==> src/rtl/core/slhist_ram.sv <==
// Single write port, single read port memory with registered read data.
// No dependencies; used for the order store and for the histogram.
module slhist_ram #(
	parameter int DEPTH = 44,
	parameter int WIDTH = 11
) (
	input  logic                     clk,
	input  logic                     we,
	input  logic [$clog2(DEPTH)-1:0] waddr,
	input  logic [WIDTH-1:0]         wdata,
	input  logic [$clog2(DEPTH)-1:0] raddr,
	output logic [WIDTH-1:0]         rdata
);

	logic [WIDTH-1:0] mem [DEPTH];
	logic [WIDTH-1:0] rdata_q;

	always_ff @(posedge clk) begin
		if (we) begin
			mem[waddr] <= wdata;
		end
	end

	always_ff @(posedge clk) begin
		rdata_q <= mem[raddr];
	end

	assign rdata = rdata_q;

endmodule

==> config.mk <==
export PLATFORM = sky130hd
export DESIGN_NAME = slhist_ram
export DESIGN_NICKNAME = d
export VERILOG_FILES = /design/src/rtl/core/slhist_ram.sv
export SDC_FILE = /design/constraint.sdc
export NUM_CORES = 1
export LEC_CHECK = 0
export BUFFER_PORTS_ARGS = -buffer_cell sky130_fd_sc_hd__buf_4
export CAP_MARGIN = 0
export CORE_MARGIN = 1
export CORE_UTILIZATION = 51
export CTS_CLUSTER_SIZE = 28
export DETAILED_ROUTE_END_ITERATION = 6
export GPL_TIMING_DRIVEN = 0
export PLACE_DENSITY = 0.69
export REMOVE_ABC_BUFFERS = 1
export SYNTH_ARGS = -nofsm -noshare
export SYNTH_HDL_FRONTEND = slang
export SYNTH_SLANG_ARGS = --single-unit
==> constraint.sdc <==
create_clock -name clk -period 2.7 [get_ports clk]
set_input_delay 0.135 -clock clk [delete_from_list [all_inputs] [get_ports clk]]
set_output_delay 0.135 -clock clk [all_outputs]
set_load 0.005 [all_outputs]
Word level (Yosys, flattened, before mapping). Memory sizes are Yosys's and may differ from the RTL's. A register that Yosys moved wholly into a read port is not among the register bits. Index checks and enable logic that the tools add are counted. Widths: inputs -> output; s select.

Muxes and demuxes: 2.

Operators with widths (number): $mux 1 (2).

Register bits: 0. RAM bits: 484. Logic and storage cells: 3. Memories: 1.

Memories: mem (words 44, bits a word 11, rd ports 1, clocked after Yosys merged registers in 1, write ports 1, RTL line 15) `logic [WIDTH-1:0] mem [DEPTH];`.

Longest topological paths before layout. Gate-level depths: netlist (run 1).

Depth after elaboration: 2. Gate-level depth with buffers: 8.

Worst setup path after synthesis (run 1). OpenSTA, ideal clock, no wires.

Path kind: input port to flip-flop. From: input waddr[1]. To: memory mem[21][0] (enable). Setup time: 0.408 ns. Arrival time: 1.474 ns. Required time: 2.292 ns. Slack: 0.818 ns. Cell stages on the path: 2. Cells stage by stage: nand2b_1 > nor4_1.

RTL lines: from (decl) (RTL line 9) `input logic [$clog2(DEPTH)-1:0] waddr,`; to (decl) (RTL line 15).

Straight into the memory's write port.

==> out/results.ini, run 1 <==
[power]
power_leakage_nw=6.739
power_frac_comb_pct=4.9
p_clk_share_pct=41.6
pwr-share-seq_pct=53.5
p_int_mw=12.68
p_sw_share_pct=20.38
p_per_area_nw_per_um2=744.6
peakVddDrop_v=0.0007532
p_sw_mw=3.248

[setup_path]
r2r_start=mem[35][7]
endpoint_kind=flop
startpoint_type=input port
worstPathArrival_ns=2.69
rr_worst_depth=5
timing.rr.end=rdata[7]
rrSetupSlack_ns=0.73
critPathMaxFanout=78
crit_required_ns=3.10
critPathKind=in -> reg

[final_layout]
antenna_cells=0
final_area_um2=21400
drive_above_1_share_pct=26.03
stdcell_count=1463
fillers=2659
synthToLayoutAreaGrowth_pct=11.80
nNetsFinal=982

[floorplan]
die_w_um=195.7
die_y_um=195.7
rows=70
core_um2=36790
die-area_um2=38300
io_pins=36
start_util_pct=52.02

[clock_network]
cts_resized=0
clock_sinks=495
cts.clk_slew.worst_paths_ns=0.06
max-clock-path-buffers=3
clock_latency_ns=0.54
cts_buffers=49
cts_max_level=2
post_cts_buffers=0
postCtsHoldBufs=0
clockRootBuffer=clkbuf_16
cts_tree=yes

[synth]
ys_ff_latch=495
yosysWarnings=0
synthArstFlopShare_pct=0
synth_top_area_share_pct=75.95
synth.distinct_cells=37
yosysTopAreaCell=edfxtp_1
synthTopCellsByArea=edfxtp_1 (76%), mux4_2 (12%), mux2i_1 (2.3%), mux2_2 (1.3%), dfxtp_1 (1.2%)
ys_seq_area_share_pct=77.10
synth_edf_count=484
synth_area_per_cell_um2=20.91
synth_area_um2=19140
syn_inst=915
ys.flop_type=edfxtp_1

[hold_path]
hold_path.class=in -> reg
whs_path_depth=2
holdPathEnd=rdata[4]
hp-start=raddr[5]

[routing]
drt_wl_total_mm=38.72
first_iter_violations=889
ant_nets=0
drc=0
wl_per_cell_um=26.47
first_pass_iters=5
routed_via_density=6.098
num_vias=8921

[placed_design]
globalplace.congestion=0.8434
io_buffers=35
dp_worst_setup_slack_ns=-0.2667
dp_cells=1374
placed_cell_area_um2=19830
hpwl_mm=22.46

[outcome]
outcome=completed

[global_routing]
grtUsageMet3_pct=2.991
grt_util_met1_pct=29.73
grt_pass1_vias=8902
grt_max_degree=79
top_usage_layer=met2
grt_overflow_total=0
grt_first_pass_wirelength_mm=57.67
antenna_found_initial=0
use_met2_pct=34.13
track_usage_pct=20.79

[sta]
rsz0062_at_grt=false
setup_viol=0
timing.hold.ws_ns=0.02341
hold_viol=0
fin_ws_ns=0.4077
slew-limit-headroom_pct=16.66
slew_viol_final=0
skew_ns=0.009245
finalCritPeriodShare_pct=84.90
max_slew.worst_pin.slew_ns=1.245
fin_crit_ns=2.292
max_freq_ghz=0.4362

[run]
cap_violations=0

-- layout make-up --
| class | count | area [µm²] | area share, % |
|---|---|---|---|
| Tap cell | 468 | 585.6 | 2.737 |
| Clock buffer | 59 | 1294 | 6.047 |
| Clock inverter | 30 | 275.3 | 1.287 |
| Multi-Input combinational cell | 369 | 4109 | 19.20 |
| Inverter | 1 | 3.754 | 0.01754 |
| Sequential cell | 495 | 14750 | 68.96 |
| Timing Repair Buffer | 41 | 374.1 | 1.749 |
-- Yosys cell counts (6+ instances only) --
cell	number
mux2_2	22
a22oi_1	17
edfxtp_1	484
dfxtp_1	11
a221oi_1	9
nor2_1	48
clkbuf_1	17
o22ai_1	11
nand2b_1	6
mux4_2	99
buf_4	7
nand2_1	26
o211ai_1	7
o21ai_1	9
mux2i_1	44
o21ai_0	9
nor2b_1	6
a21oi_1	23
buf_2	13
-- logic make-up after synthesis --
| group | share of synthesized area [%] |
|---|---|
| compound gates | 3.642 |
| buf+inv | 1.595 |
| flops | 77.10 |
| mux | 15.25 |
| simple gates | 2.419 |
-- worst max-delay path, stage by stage --
cell     delay [ns]
buf_8          0.51
buf_16         0.45
mux4_2         0.57
a22oi_1        0.37
a21oi_1        0.12
a21oi_1        0.30
o21ai_1        0.15
-- sequential cells by signal, summed over array words and instances, names as in the netlist --
signal / flops
mem: 484
rdata: 11
-- stage by stage --
step                setup TNS, ns  power [mW]  utilization, %
floorplan                       0       9.022               -
global placement           -15.75       9.460           53.51
detailed placement         -1.518       9.477           53.90
CTS                             0       16.02           58.16
global route                    0       16.36           58.16
finish                          0       15.93           58.16
-- power groups by stage --
| stage | clock (mW) | combinational, mW | sequential, mW |
|---|---|---|---|
| after floorplan | 0 | 0.340 | 8.68 |
| after global placement | 0 | 0.783 | 8.68 |
| after detailed placement | 0 | 0.795 | 8.68 |
| after CTS | 6.70 | 0.798 | 8.52 |
| after global routing | 7.00 | 0.838 | 8.52 |
| final | 6.63 | 0.786 | 8.52 |
-- layer usage --
metal,share of wire [%],up-vias
met3,5.8,57
met4,2.3,0
met1,42,4702
li1,-,3879
met2,50,283
met5,0,-
-- layout by cell type, fill, tap and decap left out, types with 2 or more instances in the layout --
cell type   instances
edfxtp_1          484
mux4_2             99
clkbuf_16          49
nor2_1             48
mux2i_1            44
buf_4              33
nand2_1            26
a21oi_1            23
mux2_2             22
a22oi_1            17
clkinv_2           15
o22ai_1            11
dfxtp_1            11
o21ai_0             9
a221oi_1            9
o21ai_1             9
o211ai_1            7
clkinv_1            7
clkbuf_1            7
nor2b_1             6
nand2b_1            6
a22oi_2             5
nand3_1             5
nor3_2              5
bufinv_16           5
buf_6               5
a21oi_2             3
o31ai_2             3
clkbuf_8            3
a221oi_2            2
or2_2               2
or3_1               2
clkinvlp_4          2
buf_16              2
-- how the worst max path moves through the flow --
stage	start	to	slack (ns)
after floorplan	waddr[1]	mem[21][0]	0.82
after global placement	raddr[0]	rdata[7]	-1.33
after detailed placement	raddr[0]	rdata[3]	-0.27
after CTS	raddr[0]	rdata[3]	0.27
after global routing	raddr[0]	rdata[7]	0.20
final	raddr[0]	rdata[7]	0.41
No activity file was read; power rests on OpenSTA's default activity.
==> run 2, diff against run 1 <==
--- a/config.mk
+++ b/config.mk
@@ -5,6 +5,7 @@
 export SDC_FILE = /design/constraint.sdc
 export NUM_CORES = 1
 export LEC_CHECK = 0
+export ABC_AREA = 1
 export BUFFER_PORTS_ARGS = -buffer_cell sky130_fd_sc_hd__buf_4
 export CAP_MARGIN = 0
 export CORE_MARGIN = 1
==> constraint.sdc (replaced) <==
create_clock -name clk -period 2.19 [get_ports clk]
set_input_delay 0.1095 -clock clk [delete_from_list [all_inputs] [get_ports clk]]
set_output_delay 0.1095 -clock clk [all_outputs]
set_load 0.005 [all_outputs]
==> run 2 against run 1 <==
Net effect:
- combinational power grew 49%
- highest routed layer unchanged
- cell count up 50%
- die area increased by 4.5%
- sequential share of layout area is 1.6 points lower
- critical endpoint is now rdata[9]
- flip-flop and latch count unchanged
==> out/results.ini, run 2 <==
[synth]
ys_seq_area_share_pct=73.76
yosysMostFrequentCell=nand2_1
synth_area_um2=20000
syn_inst=1658
synth_edf_count=484
synth_area_per_cell_um2=12.07
synth.distinct_cells=20
ys.flop_type=edfxtp_1
yosysTopAreaCell=edfxtp_1
synth_top_area_share_pct=72.65
ys_top_cells_by_count=nand2_1 (503), edfxtp_1 (484), nand3_1 (337), nor2_1 (97), o21ai_0 (54)
ys_ff_latch=495
synthArstFlopShare_pct=0
yosysWarnings=0
synthTopCellsByArea=edfxtp_1 (73%), nand2_1 (9.4%), nand3_1 (8.4%), nor2_1 (1.8%), buf_6 (1.4%)

[routing]
drt_wl_total_mm=46.56
first_pass_iters=5
routed_via_density=5.674
wl_per_cell_um=21.17
first_iter_violations=1251
ant_nets=0
drc=0
num_vias=12477

[final_layout]
synthToLayoutAreaGrowth_pct=9.420
largest_reg_flops=484
fillers=3026
antenna_cells=0
drive_above_1_share_pct=6.187
regArea_um2=14750
fin_util_pct=56.64
final_cell_mix=nand2_1 (503), edfxtp_1 (484), nand3_1 (337), nor2_1 (97), o21ai_0 (54)
top_register=mem
final_common_cell=nand2_1
multi_input_comb_area_um2=4488
nNetsFinal=1672
stdcell_count=2199

[sta]
timing.hold.ws_ns=0.04407
finalCritPeriodShare_pct=93.97
max_slew.worst_pin.slew_ns=1.335
slew-limit-headroom_pct=10.67
setup_viol=0
hold_viol=0
slew_viol_final=0
fin_crit_ns=2.058
fin_tns_setup_ns=0
fin_ws_ns=0.1321
skew_ns=0.01297
rsz0062_at_grt=false
max_freq_ghz=0.4859

[floorplan]
start_util_pct=51.76
rows=72
die_w_um=200.1
die_y_um=200.1
die-area_um2=40020
core_um2=38650
io_pins=36

[clock_network]
cts_tree=yes
clock_latency_ns=0.56
cts_buffers=46
clockRootBuffer=clkbuf_16
max-clock-path-buffers=3
post_cts_buffers=0
cts_max_level=2
clock_sinks=495
cts.clk_slew.worst_paths_ns=0.06

[global_routing]
track_usage_pct=23.90
grt_max_degree=122
use_met2_pct=38.40
grt_util_met1_pct=34.20
top_usage_layer=met2
antenna_found_initial=0
grt_overflow_total=0
grtUsageMet3_pct=2.554
grt_first_pass_wirelength_mm=70.37
grt_pass1_vias=11698

[placed_design]
globalplace.congestion=0.9520
io_buffers=35
dp_worst_setup_slack_ns=-0.8631
hpwl_mm=24.04
dp_cells=2114

[power]
power_leakage_nw=7.658
p_per_area_nw_per_um2=880.1
peakVddDrop_v=0.0006390

[setup_path]
crit_family=buffers and inverters
critPathKind=in -> reg
critPathMaxFanout=121
startpoint_type=input port
crit_slowest_cell=bufbuf_16
critPathMaxStageDelay_ns=0.46
crit_required_ns=2.61
worstPathArrival_ns=2.48
worstPathBufferInverterCount=4
worstPathCellList=buf_12 > buf_16 > inv_12 > bufbuf_16 > nand2_1 > nand3_1 > nand3_1 > nand2_1 > nand2_1 > nand3_1 > nand3_1 > nand2_1
endpoint_kind=flop

[outcome]
outcome=completed

[run]
cap_violations=0

[hold_path]
hold_path.class=in -> reg

[run 2: worst reg2reg max path: cells and delay by family (launching register included)]
| kind | cells | cell delay [ns] |
|---|---|---|
| simple gates | 8 | 1.08 |
| flops | 1 | 0.36 |
[run 2: power breakdown]
part           switching (mW)  internal (mW)
combinational           0.861          0.312
sequential             0.0210           10.5
clock                    3.27           4.32
total                    4.15           15.1
[run 2: cells by family after synthesis]
logic type             synth area share (%)
flip-flops                            73.76
AO/OA/AOI/OAI                         2.471
buffers and inverters                 3.859
AND/OR/NAND/NOR                       19.91
[run 2: stage by stage]
stage	instance area, µm²	total power [mW]
floorplan	19340	11.21
global placement	20250	11.82
detailed placement	20380	11.84
CTS	21880	19.32
global route	21890	19.81
finish	21890	19.26
[run 2: final cells by class]
cell class	count	area share [%]
clock buffers	67	5.911
clock inverters	15	0.5316
inverters	28	0.6059
multi-input cells	1033	20.50
flip-flops and latches	495	67.41
well taps	518	2.961
repair buffers	43	2.081
[run 2: path summary, 6_finish.rpt]
| kind | to | slack, ns | cells after the start | startpoint |
|---|---|---|---|---|
| setup / recovery | rdata[9] | 0.13 | 12 | raddr[0] |
| hold / removal | mem[20][3] | 0.04 | 1 | wdata[3] |
| setup reg to reg | rdata[10] | 0.60 | 8 | mem[19][10] |
| hold reg to reg | rdata[5] | 0.70 | 6 | mem[32][5] |
[run 2: routing by layer]
layer	wire length, µm	share of wire (%)
met1	19660	42
met2	22140	48
met3	3318	7.1
met4	1446	3.1
met5	0	0
[run 2: what timing repair did]
action                                  4_1_cts  5_1_grt
hold endpoints to repair                     11        0
endpoints found under the setup margin       11        8
hold buffers                                  1        0
resized for setup                             2        5
cloned                                        2        0
